### config.mk
export PLATFORM = sky130hd
export DESIGN_NAME = ppeu_ctrl
export DESIGN_NICKNAME = d
export VERILOG_FILES = /design/src/design/particle_pool_euler_update_assert.svh /design/src/design/ppeu_pkg.sv /design/src/design/ppeu_ctrl.sv
export SDC_FILE = /design/constraint.sdc
export NUM_CORES = 1
export LEC_CHECK = 0
export ABC_AREA = 0
export BUFFER_PORTS_ARGS = -buffer_cell sky130_fd_sc_hd__buf_2
export CELL_PAD_IN_SITES_DETAIL_PLACEMENT = 0
export CELL_PAD_IN_SITES_GLOBAL_PLACEMENT = 1
export CORE_MARGIN = 1.5
export CORE_UTILIZATION = 38
export CTS_BUF_LIST = sky130_fd_sc_hd__clkbuf_4 sky130_fd_sc_hd__clkbuf_8
export CTS_CLUSTER_SIZE = 30
export DETAILED_ROUTE_END_ITERATION = 8
export GPL_TIMING_DRIVEN = 0
export PLACE_DENSITY_LB_ADDON = 0.25
export SLEW_MARGIN = 10
export SYNTH_ARGS = -nofsm -noshare
export SYNTH_HDL_FRONTEND = slang
export SYNTH_SLANG_ARGS = --single-unit
### constraint.sdc
create_clock -name clock -period 2.7 [get_ports clock]
set_clock_uncertainty 0.15 [all_clocks]
set_input_delay 0.405 -clock clock [delete_from_list [all_inputs] [get_ports clock]]
set_output_delay 0.405 -clock clock [all_outputs]
set_load 0.05 [all_outputs]
### src/design/particle_pool_euler_update_assert.svh
// Assertion helpers for the particle pool.
`ifndef PARTICLE_POOL_EULER_UPDATE_ASSERT_SVH
`define PARTICLE_POOL_EULER_UPDATE_ASSERT_SVH

// Same-cycle implication.
`define PPEU_ASSERT_NOW(lbl, clk, rst, ante, cons, msg) \
   lbl: assert property (@(posedge clk) disable iff (rst) (ante) |-> (cons)) else $error(msg);

// Next-cycle implication.
`define PPEU_ASSERT_NEXT(lbl, clk, rst, ante, cons, msg) \
   lbl: assert property (@(posedge clk) disable iff (rst) (ante) |=> (cons)) else $error(msg);

`endif

### src/design/ppeu_pkg.sv
package ppeu_pkg;

   localparam int PoolSizeDefault = 64;

   localparam logic [1:0] FUNC_SPAWN = 2'd0;
   localparam logic [1:0] FUNC_TICK  = 2'd1;
   localparam logic [1:0] FUNC_CLEAR = 2'd2;

   localparam logic [1:0] KIND_ACK   = 2'd0;
   localparam logic [1:0] KIND_PART  = 2'd1;
   localparam logic [1:0] KIND_EMPTY = 2'd2;

   localparam logic [2:0] MulLast = 3'd6;

   typedef enum logic [1:0] {
      SRC_SPAWN,
      SRC_CLEAR,
      SRC_PART,
      SRC_EMPTY
   } out_src_type;

   typedef enum logic [3:0] {
      ST_IDLE,
      ST_SPAWN,
      ST_CLEAR,
      ST_T_RD,
      ST_T_MOVE,
      ST_T_WAIT,
      ST_T_CHK,
      ST_T_MUL,
      ST_T_WR,
      ST_E_INIT,
      ST_E_RD,
      ST_E_OUT,
      ST_E_EMPTY
   } state_type;

   typedef struct packed {
      logic [31:0] pos_x;
      logic [31:0] pos_y;
      logic [31:0] pos_z;
      logic [31:0] vel_x;
      logic [31:0] vel_y;
      logic [31:0] vel_z;
      logic [31:0] acc_x;
      logic [31:0] acc_y;
      logic [31:0] acc_z;
      logic [31:0] life;
   } particle_type;

   typedef struct packed {
      logic        req_load;
      logic        spawn_wr;
      logic        clr;
      logic        rd_en;
      logic        rd_last;
      logic        rec_load;
      logic        life_sub;
      logic        mul_en;
      logic [2:0]  mul_sel;
      logic        cnt_dec;
      logic        idx_clr;
      logic        idx_inc;
      logic        wr_en;
      logic        out_load;
      out_src_type out_src;
   } cmd_type;

   typedef struct packed {
      logic dies;
      logic idx_end;
      logic idx_last;
      logic cnt_zero;
      logic out_free;
   } status_type;

endpackage

### src/design/ppeu_ctrl.sv
module ppeu_ctrl (
   input  logic                clock,
   input  logic                reset,
   input  logic                req_valid,
   input  logic [1:0]          req_func,
   input  ppeu_pkg::status_type status,
   output ppeu_pkg::cmd_type    cmd,
   output logic                req_stall
);
   import ppeu_pkg::*;

   state_type  state_ff, state_in;
   logic [2:0] step_ff, step_in;

   always_ff @(posedge clock) begin
      if (reset) begin
         state_ff <= ST_IDLE;
         step_ff  <= '0;
      end else begin
         state_ff <= state_in;
         step_ff  <= step_in;
      end
   end

   always_comb begin
      state_in = state_ff;
      step_in  = step_ff;
      case (state_ff)
         ST_IDLE: begin
            if (req_valid) begin
               case (req_func)
                  FUNC_SPAWN: state_in = ST_SPAWN;
                  FUNC_CLEAR: state_in = ST_CLEAR;
                  FUNC_TICK:  state_in = ST_T_RD;
                  default:    state_in = ST_IDLE;
               endcase
            end
         end
         ST_SPAWN, ST_CLEAR, ST_E_EMPTY: begin
            if (status.out_free) state_in = ST_IDLE;
         end
         ST_T_RD, ST_T_MOVE: begin
            state_in = status.idx_end ? ST_E_INIT : ST_T_WAIT;
         end
         ST_T_WAIT: state_in = ST_T_CHK;
         ST_T_CHK: begin
            step_in  = '0;
            state_in = status.dies ? ST_T_MOVE : ST_T_MUL;
         end
         ST_T_MUL: begin
            step_in = step_ff + 3'd1;
            if (step_ff == MulLast) state_in = ST_T_WR;
         end
         ST_T_WR:   state_in = ST_T_RD;
         ST_E_INIT: state_in = status.cnt_zero ? ST_E_EMPTY : ST_E_RD;
         ST_E_RD:   state_in = ST_E_OUT;
         ST_E_OUT: begin
            if (status.out_free) state_in = status.idx_last ? ST_IDLE : ST_E_RD;
         end
         default: state_in = ST_IDLE;
      endcase
   end

   always_comb begin
      cmd       = '0;
      cmd.out_src = SRC_PART;
      req_stall = (state_ff != ST_IDLE);
      case (state_ff)
         ST_IDLE: begin
            cmd.req_load = req_valid;
            cmd.idx_clr  = req_valid;
         end
         ST_SPAWN: begin
            cmd.spawn_wr = status.out_free;
            cmd.out_load = status.out_free;
            cmd.out_src  = SRC_SPAWN;
         end
         ST_CLEAR: begin
            cmd.clr      = status.out_free;
            cmd.out_load = status.out_free;
            cmd.out_src  = SRC_CLEAR;
         end
         ST_T_RD:   cmd.rd_en = !status.idx_end;
         ST_T_MOVE: begin
            // re-examine the slot with the last live particle in it
            cmd.rd_en   = !status.idx_end;
            cmd.rd_last = 1'b1;
         end
         ST_T_WAIT: cmd.rec_load = 1'b1;
         ST_T_CHK: begin
            cmd.cnt_dec  = status.dies;
            cmd.life_sub = !status.dies;
         end
         ST_T_MUL: begin
            cmd.mul_en  = (step_ff != MulLast);
            cmd.mul_sel = step_ff;
         end
         ST_T_WR: begin
            cmd.wr_en   = 1'b1;
            cmd.idx_inc = 1'b1;
         end
         ST_E_INIT: cmd.idx_clr = 1'b1;
         ST_E_RD:   cmd.rd_en   = 1'b1;
         ST_E_OUT: begin
            cmd.out_load = status.out_free;
            cmd.idx_inc  = status.out_free;
            cmd.out_src  = SRC_PART;
         end
         ST_E_EMPTY: begin
            cmd.out_load = status.out_free;
            cmd.out_src  = SRC_EMPTY;
         end
         default: cmd = '0;
      endcase
   end

endmodule

# Yosys cells after proc, flatten, opt, wreduce, memory -nomap -nowiden

Index checks and enable logic that the tools add are counted.

Output and inout bits: 19
Bits of input ports: 10
Bits in registers: 7

Eq/ne operators: 20
Add/subtract/negate cells: 1
Mux-type cells: 24
Reduce and logical (&&, ||, !) cells: 10

Operators by type and width:

| kind                | number |
|---|---|
| $pmux 4 s10         | 1 |
| $mux 4              | 7 |
| $eq 4x4->1 const B  | 5 |
| $eq 4x3->1 const B  | 4 |
| $pmux 3 s5          | 1 |
| $reduce_or 9->1     | 1 |
| $eq 4x2->1 const B  | 2 |
| $mux 1              | 8 |
| $ne 2x2->1 const B  | 4 |
| $pmux 1 s2          | 3 |
| $pmux 2 s3          | 1 |
| $pmux 3 s2          | 1 |
| $eq 4x1->1 const B  | 1 |
| $logic_not 4->1     | 1 |
| $reduce_and 4->1    | 1 |
| $reduce_bool 4->1   | 1 |
| $add 3x1->3 const B | 1 |
| $eq 3x3->1 const B  | 1 |
| $mux 3              | 1 |
| $ne 3x3->1 const B  | 1 |
| $reduce_or 3->1     | 1 |
| $eq 2x1->1 const B  | 1 |
| $eq 2x2->1 const B  | 1 |
| $logic_not 1->1     | 2 |
| other kinds (4)     | 4 |

# Longest topological paths before layout

Gate-level depths: netlist of the first run.

Word-level depth: 4
Gate-level depth with buffers: 7

# Worst setup path after synthesis of the first run

Ideal clock, no wire load.

Path type: register to output
From: register state_ff[0]
To: output cmd[11] (netlist bit)
Slack: -0.057 ns
Cell stages (with the launch flop): 4
Path buffers: 2
Arrival: 2.202 ns
Path through: dfxtp_1 -> buf_4 -> clkbuf_1 -> nor4_1

RTL lines:

| item                   | line            | RTL |
|---|---|---|
| start, declared        | ppeu_ctrl.sv:12 | `state_type state_ff, state_in;` |
| start signal, assigned | ppeu_ctrl.sv:20 | `state_ff <= state_in;` |
| end, declared          | ppeu_ctrl.sv:7  | `output ppeu_pkg::cmd_type cmd,` |

==> reports/results.tsv, run 1 <==
metric	value	unit
status	finished clean	
cp.arrival	1850	ps
wl_per_cell	13.8	um
synth.avg_cell_area	6.81	um2
yosysWarnings	0	
cts.sink_count	7	
synthCells	125	
whs	359	ps
cts_root_buffer	clkbuf_4	
hold_path_end	step_ff[1]	
clock_latency	260	ps
cts_resized	0	
synth_cell_types	43	
first_iter_violations	25	
fillCellCount	221	
drc	0	
synth-simple-area-share	0.325	
synthesis.area	851	um2
reg2reg_from	state_ff[1]	
ff2ff_setup_slack	910	ps
stdcell_area	1050	um2
num_vias	1011	
rsz0062_at_grt	no	
layout_commonest_cell	buf_2	
grt_max_degree	11	
postPlaceCellArea	1030	um2
timing.rr.end	state_ff[0]	
num_antenna_cells	0	
wl	2530	um
power.leakage	0.000504	uW
coreArea	2040	um2
start_util	0.417	
endpoint_kind	output pin	
whs_path_depth	2	
slew_violations	0	
drive_above_1_share	0.282	
grt_first_pass_wirelength	4020	um
rows	16	
cp_slowest_cell	and2_0	
grt_util_all_layers	0.206	
grt-ovfl-total	0	
worst_slack	297	ps
hold_buffers	0	
firstDrtPassIters	4	
ant_nets	0	
fin_util	0.516	
synth_top_cell_area_share	0.165	
synth_area_leaders	dfxtp_1 (16%), nor2_1 (7.9%), ha_1 (7.4%)	
tightest_slew	476	ps
cts_tree	done	
yosys.area_share.xor_xnor	0.0103	
syn-num-nets	140	
routabilityCongestion	0.840	
antenna_found_initial	0	
fin_tns_setup	0	ps
peakVddDrop	0.298	mV
relSlewSlack	0.682	
htreeDepth	1	
hp-start	reset	
synth-seq-cells	7	
clock_path_buffers	2	
final_cell_mix	buf_2 (29), nor2_1 (18), nand2_1 (15)	
syn2layout_area_growth	23.8	%
cp_max_fo	9	
period_share	0.890	
path_cells	buf_4 > and2_0 > nand2_1 > a21oi_2 > buf_2	
synth_top_family_by_area	simple AND/OR/NAND/NOR gates	
cp_top_family	simple AND/OR/NAND/NOR gates	
post_cts_buffers	0	
die_w	50.3	um
timing.fmax	416	MHz
worst_path_largest_cell_delay	350	ps
synth_area_leader_cell	dfxtp_1	
hold_violations	0	
critical_path_class	reg -> out	
pre_cts_slack	621	ps
synth_compound_area_frac	0.294	
clkSlewWorstSetupHoldPaths	60	ps
crit_buf_inv	2	
power_density	623	nW/um2
start_kind	flip-flop	
portBuffers	27	
setup_violations	0	
numCtsBuffers	3	
reg2reg_depth	6	
die_area	2530	um2
fin_nets	172	
ios	29	
yosys-mux-area-fraction	0.0368	
yosys.area_share.adder	0.0735	
grt_pass1_vias	858	
vias_per_cell	5.52	
cp.required	2140	ps
ys_seq_area_frac	0.165	
finalCriticalPeriod	2400	ps
min_path_type	in -> reg	
dp_hpwl	1890	um
cap_viol_max_count	0	
die_y	50.3	um
-- report_power, final --
| part | total [uW] | internal [uW] | switching [uW] |
|---|---|---|---|
| Sequential | 123 | 113 | 9.90 |
| Combinational | 435 | 128 | 307 |
| Clock | 98.5 | 54.4 | 44.1 |
-- sequential cells by signal, summed over array words and instances (netlist names) --
name,count
state_ff,4
step_ff,3
-- worst reg2reg max path: cells and delay by family, from the launching register on --
kind            cells  cell delay, ps
simple gates        2             500
compound gates      3             610
buf+inv             1             160
flops               1             310
-- worst max-delay path by stage --
stage | start | endpoint | slack, ps | cells past startpoint
6_report | state_ff[1] | cmd[10] | 300 | 5
5_1_grt | state_ff[1] | cmd[10] | 260 | 5
4_1_cts | state_ff[1] | cmd[10] | 320 | 5
3_5_place_dp | state_ff[1] | cmd[10] | 620 | 5
3_3_place_gp | state_ff[1] | cmd[10] | 640 | 5
2_1_floorplan | state_ff[2] | cmd[15] | 240 | 5
-- stage by stage --
stage / std cells / total power [uW]
global placement: 179 / 558
floorplan: 125 / 465
detailed placement: 179 / 558
finish: 183 / 656
global route: 183 / 702
CTS: 183 / 660
-- metal layers --
metal / track usage / part of all wire
met5: 0 / 0
met3: 0.0446 / 0.042
met2: 0.342 / 0.50
met4: 0.0270 / 0
met1: 0.279 / 0.45
-- cell type report --
cell class	instances	area (um2)	area share
Buffer	10	55.1	0.0523
Clock buffer	3	22.5	0.0214
Clock inverter	1	5.00	0.00475
Inverter	7	26.3	0.0249
Multi-Input combinational cell	101	636	0.603
Sequential cell	7	140	0.133
Tap cell	27	33.8	0.0321
Timing Repair Buffer	27	135	0.128
-- cells in the mapped netlist (all sizes together) --
cell     instances
a2bb2oi          1
o22ai            3
and4b            1
nor3b            3
o32ai            1
clkbuf           3
o21ai           10
nor2b            2
xor2             1
a22oi            2
nand2b           1
or2              1
and3             3
nand3b           1
buf              7
ha               5
o21ba            1
o41ai            1
dfxtp            7
nor4             1
mux2i            2
a32o             1
nor2            18
o21a             1
o31ai            1
mux2             1
nand3            2
nand2           15
and2b            1
a311o            1
nor3             5
a31oi            1
a211oi           2
a221oi           1
a21oi            8
inv              7
and2             2
o21bai           1
-- cell families (layout without fill, tap and decap cells) --
group | after synthesis | count (layout)
compound gates | 36 | 36
xor+xnor | 1 | 1
mux | 3 | 3
simple gates | 56 | 56
fa+ha+maj | 5 | 5
buf+inv | 17 | 48
flops | 7 | 7
No activity file was read; power rests on OpenSTA's default activity.
==> run 2, diff against run 1 <==
--- a/config.mk
+++ b/config.mk
@@ -11,7 +11,7 @@
 export CELL_PAD_IN_SITES_GLOBAL_PLACEMENT = 1
 export CORE_MARGIN = 1.5
 export CORE_UTILIZATION = 38
-export CTS_BUF_LIST = sky130_fd_sc_hd__clkbuf_4 sky130_fd_sc_hd__clkbuf_8
+export CTS_BUF_LIST = sky130_fd_sc_hd__clkbuf_8
 export CTS_CLUSTER_SIZE = 30
 export DETAILED_ROUTE_END_ITERATION = 8
 export GPL_TIMING_DRIVEN = 0
==> run 2 against run 1 <==
Effect of this change: sequential share of layout area is 0.23 points lower; die area stayed put; critical path depth stayed put; combinational power hardly changed; non-clock buffer count stayed put; worst hold slack better by 26 ps; routed wire length is 1.0% higher; critical endpoint unchanged; largest cell class unchanged; highest routed layer is now met4.
==> reports/results.tsv, run 2 (synthesis gave the netlist of run 1 again) <==
metric	value	unit	change
tightest_slew	462	ps	-14.3 ps
grt_first_pass_wirelength	4070	um	+1.2%
drive_above_1_share	0.282		unchanged
worst_path_largest_cell_delay	350	ps	about the same
ios	29		unchanged
cp.depth	5		unchanged
power.leakage	0.000512	uW	+1.5%
coreArea	2040	um2	unchanged
startpoint	state_ff[1]		
wl_per_cell	14.0	um	+1.0%
ant_nets	0		unchanged
cts.sink_count	7		unchanged
cap_viol_max_count	0		unchanged
peakVddDrop	0.389	mV	+31%
antenna_found_initial	0		unchanged
cp.required	2140	ps	about the same
clock_path_buffers	2		unchanged
timing.fmax	422	MHz	+1.3%
power_density	662	nW/um2	+6.2%
numCtsBuffers	3		unchanged
cts_resized	0		unchanged
hold_buffers	0		unchanged
rows	16		unchanged
vias_per_cell	5.52		about the same
die_area	2530	um2	unchanged
start_util	0.417		unchanged
total_power	710	uW	+8.1%
dp_hpwl	1890	um	unchanged
fin_nets	172		unchanged
post_cts_buffers	0		unchanged
drc	0		unchanged
fillCellCount	222		+0.45%
finalCriticalPeriod	2370	ps	-31.5 ps
cp.arrival	1820	ps	-30 ps
timing.rr.end	state_ff[0]		
reg2reg_from	state_ff[1]		
relSlewSlack	0.692		+0.00955
firstDrtPassIters	4		unchanged
final_cell_mix	buf_2 (29), nor2_1 (18), nand2_1 (15)		
setup_violations	0		unchanged
cp_top_family	simple AND/OR/NAND/NOR gates		
start_kind	flip-flop		
crit_buf_inv	2		unchanged
layout_commonest_cell	buf_2		
first_iter_violations	28		+12%
crit_end	cmd[10]		
hold_violations	0		unchanged
num_antenna_cells	0		unchanged
instances_no_fill	183		unchanged
num_vias	1010		-0.099%
period_share	0.878		-0.0117
slew_violations	0		unchanged
reg2reg_depth	6		unchanged
path_cells	buf_4 > and2_0 > nand2_1 > a21oi_2 > buf_2		
die_y	50.3	um	unchanged
syn2layout_area_growth	26.0	%	
endpoint_kind	output pin		
rsz0062_at_grt	no		
die_w	50.3	um	unchanged
routabilityCongestion	0.840		unchanged
whs_path_depth	2		unchanged
status	finished clean		
clock_latency	230	ps	-30 ps
critical_path_class	reg -> out		
dp.cells	179		unchanged
grt_max_degree	11		unchanged
grt-ovfl-total	0		unchanged
cp_max_fo	9		unchanged
htreeDepth	1		unchanged
largest_reg_flops	4		unchanged
cts_tree	done		
reg.largest.list	state_ff (4), step_ff (3)		
fin_tns_setup	0	ps	unchanged
grt_pass1_vias	866		+0.93%
top_register	state_ff		
min_path_type	in -> reg		
cp_slowest_cell	and2_0		
cts_root_buffer	clkbuf_8		
ff2ff_setup_slack	910	ps	about the same
grt_util_all_layers	0.207		+0.00187
portBuffers	27		unchanged
clkSlewWorstSetupHoldPaths	40	ps	-20 ps
wl	2560	um	+1.0%
## run 2: cell type report
type                    count  area [um2]  area share
clock inverters             1        5.00     0.00467
plain buffers              10        55.1      0.0513
repair buffers             27         135       0.126
clock buffers               3        41.3      0.0385
inverters                   7        26.3      0.0245
well taps                  27        33.8      0.0315
multi-input cells         101         636       0.593
flip-flops and latches      7         140       0.131
## run 2: worst min path at each step
stage	startpoint	end	slack, ps
5_1_grt	reset	step_ff[0]	410
4_1_cts	reset	step_ff[1]	390
6_report	reset	step_ff[1]	390
3_3_place_gp	step_ff[1]	step_ff[1]	380
2_1_floorplan	step_ff[1]	step_ff[1]	350
3_5_place_dp	step_ff[1]	step_ff[1]	390
## run 2: power by group
part           internal [uW]  switching (uW)
Clock                    100            51.0
Sequential               113            9.69
Combinational            128             307
Total                    342             368
## run 2: metal layers
| metal | global-route usage | vias to the layer above | wire, um |
|---|---|---|---|
| met2 | 0.353 | 24 | 1280 |
| met4 | 0.0270 | 0 | 14 |
| met1 | 0.273 | 473 | 1170 |
| li1 | - | 511 | - |
| met3 | 0.0476 | 2 | 91 |
| met5 | 0 | - | 0 |
## run 2: through the flow
stage / util / hold WS, ps / setup slack (ps) / area, um2
floorplan: - / 353 / 244 / 857
global placement: 0.502 / 381 / 644 / 1030
detailed placement: 0.502 / 385 / 621 / 1030
CTS: 0.525 / 392 / 349 / 1070
global route: 0.525 / 409 / 303 / 1070
finish: 0.525 / 386 / 328 / 1070
==> run 3, diff against run 2 <==
==> constraint.sdc (replaced) <==
create_clock -name clock -period 3 [get_ports clock]
set_clock_uncertainty 0.15 [all_clocks]
set_input_delay 0.45 -clock clock [delete_from_list [all_inputs] [get_ports clock]]
set_output_delay 0.45 -clock clock [all_outputs]
set_load 0.05 [all_outputs]
==> run 3 against run 2 <==
Effect of this change: cell area fell by 0.58%; non-clock buffer count did not move; worst hold slack improved by 15 ps; total power is 10% lower; sequential cell count did not move; count of clock-buffer cells in the layout unchanged; critical path type unchanged; critical endpoint unchanged; highest routed layer unchanged.
==> reports/results.tsv, run 3 (synthesis gave the netlist of run 1 again) <==
metric	value	unit	change
reg2reg_from	state_ff[1]		
numCtsBuffers	3		unchanged
endpoint_kind	output pin		
hold_violations	0		unchanged
reg2reg_depth	5		-1
fillCellCount	219		-1.4%
combPwrFrac	0.616		+0.002
cts_resized	0		unchanged
cp_max_fo	9		unchanged
firstDrtPassIters	4		unchanged
start_util	0.417		unchanged
p_switching	332	uW	-9.9%
grt-ovfl-total	0		unchanged
ff2ff_setup_slack	1180	ps	+270 ps
timing.fmax	415	MHz	
wl	2570	um	+0.35%
cts.sink_count	7		unchanged
fin_util	0.522		-0.00306
final_cell_mix	buf_2 (29), nor2_1 (18), nand2_1 (15)		
critical_path_class	reg -> out		
grt_max_degree	11		unchanged
power_density	599	nW/um2	-9.4%
syn2layout_area_growth	25.3	%	
fin_tns_setup	0	ps	unchanged
startpoint	state_ff[1]		
ant_nets	0		unchanged
fin_nets	172		unchanged
peakVddDrop	0.390	mV	+0.33%
rows	16		unchanged
reg.largest.list	state_ff (4), step_ff (3)		
htreeDepth	1		unchanged
antenna_found_initial	0		unchanged
power.share.sequential	0.173		about the same
rsz0062_at_grt	no		
period_share	0.803		
first_iter_violations	34		+21%
vias_per_cell	5.55		+0.59%
clock_path_buffers	2		unchanged
post_cts_buffers	0		unchanged
wl_per_cell	14.0	um	+0.35%
relSlewSlack	0.698		+0.00634
min_path_type	reg -> reg		
hp-start	step_ff[1]		
grt_pass1_vias	915		+5.7%
p_sw_frac	0.519		+0.000530
drive_above_1_share	0.276		-0.00641
die_area	2530	um2	unchanged
grt_first_pass_wirelength	4130	um	+1.5%
portBuffers	27		unchanged
cts_root_buffer	clkbuf_8		
finalCriticalPeriod	2410	ps	
p_clk_frac	0.211		-0.002
num_antenna_cells	0		unchanged
ios	29		unchanged
clkSlewWorstSetupHoldPaths	40	ps	about the same
grt_util_all_layers	0.216		+0.00894
die_w	50.3	um	unchanged
tightest_slew	453	ps	-9.52 ps
timing.rr.end	state_ff[2]		
start_kind	flip-flop		
setup_violations	0		unchanged
internal_power	307	uW	-10%
slew_violations	0		unchanged
cap_viol_max_count	0		unchanged
layout_commonest_cell	buf_2		
whs_path_depth	2		unchanged
coreArea	2040	um2	unchanged
power.leakage	0.000512	uW	about the same
hold_path_end	step_ff[1]		
clock_latency	230	ps	about the same
die_y	50.3	um	unchanged
cp.arrival	1810	ps	about the same
largest_reg_flops	4		unchanged
drc	0		unchanged
status	finished clean		
cp.required	2400	ps	+260 ps
hold_buffers	0		unchanged
num_vias	1016		+0.59%
routabilityCongestion	0.844		+0.48%
cts_tree	done		
dp_hpwl	1920	um	+1.6%
top_register	state_ff		
## run 3: worst max path at each step
stage	to	slack [ps]	depth (start not counted)
3_3_place_gp	cmd[10]	900	5
5_1_grt	cmd[10]	500	5
3_5_place_dp	cmd[10]	860	5
4_1_cts	cmd[10]	590	5
6_report	cmd[10]	590	5
2_1_floorplan	cmd[11]	200	3
## run 3: cell type report
cell class / count / area, um2 / area share
Buffer: 10 / 55.1 / 0.0516
Clock buffer: 3 / 41.3 / 0.0387
Clock inverter: 1 / 5.00 / 0.00469
Inverter: 7 / 26.3 / 0.0246
Multi-Input combinational cell: 101 / 629 / 0.590
Sequential cell: 7 / 140 / 0.131
Tap cell: 27 / 33.8 / 0.0317
Timing Repair Buffer: 27 / 135 / 0.127
## run 3: through the flow
| step | total power [uW] | hold slack (ps) | worst slack (ps) | cell area [um2] | instances |
|---|---|---|---|---|---|
| after global placement | 502 | 380 | 896 | 1020 | 179 |
| after detailed placement | 504 | 391 | 857 | 1020 | 179 |
| after floorplan | 417 | 353 | 198 | 851 | 125 |
| final | 639 | 401 | 592 | 1070 | 183 |
| after global routing | 680 | 425 | 501 | 1070 | 183 |
| after CTS | 643 | 399 | 594 | 1070 | 183 |
## run 3: metal layers
metal,share of wire,track usage
met1,0.45,0.275
met2,0.48,0.342
met3,0.051,0.0565
met4,0.016,0.0946
met5,0,0
## run 3: critical path, cell delays in order (launching register included)
cell     delay (ps)
dfxtp_1         300
buf_4           160
and2_0          340
nand2_1         140
a21oi_2         280
buf_2           330
## run 3: power groups by stage
stage          Combinational, uW  Clock, uW  Sequential (uW)
3_5_place_dp                 392          0              112
3_3_place_gp                 390          0              112
6_report                     394        135              110
4_1_cts                      394        139              111
2_1_floorplan                308          0              110
5_1_grt                      421        147              112
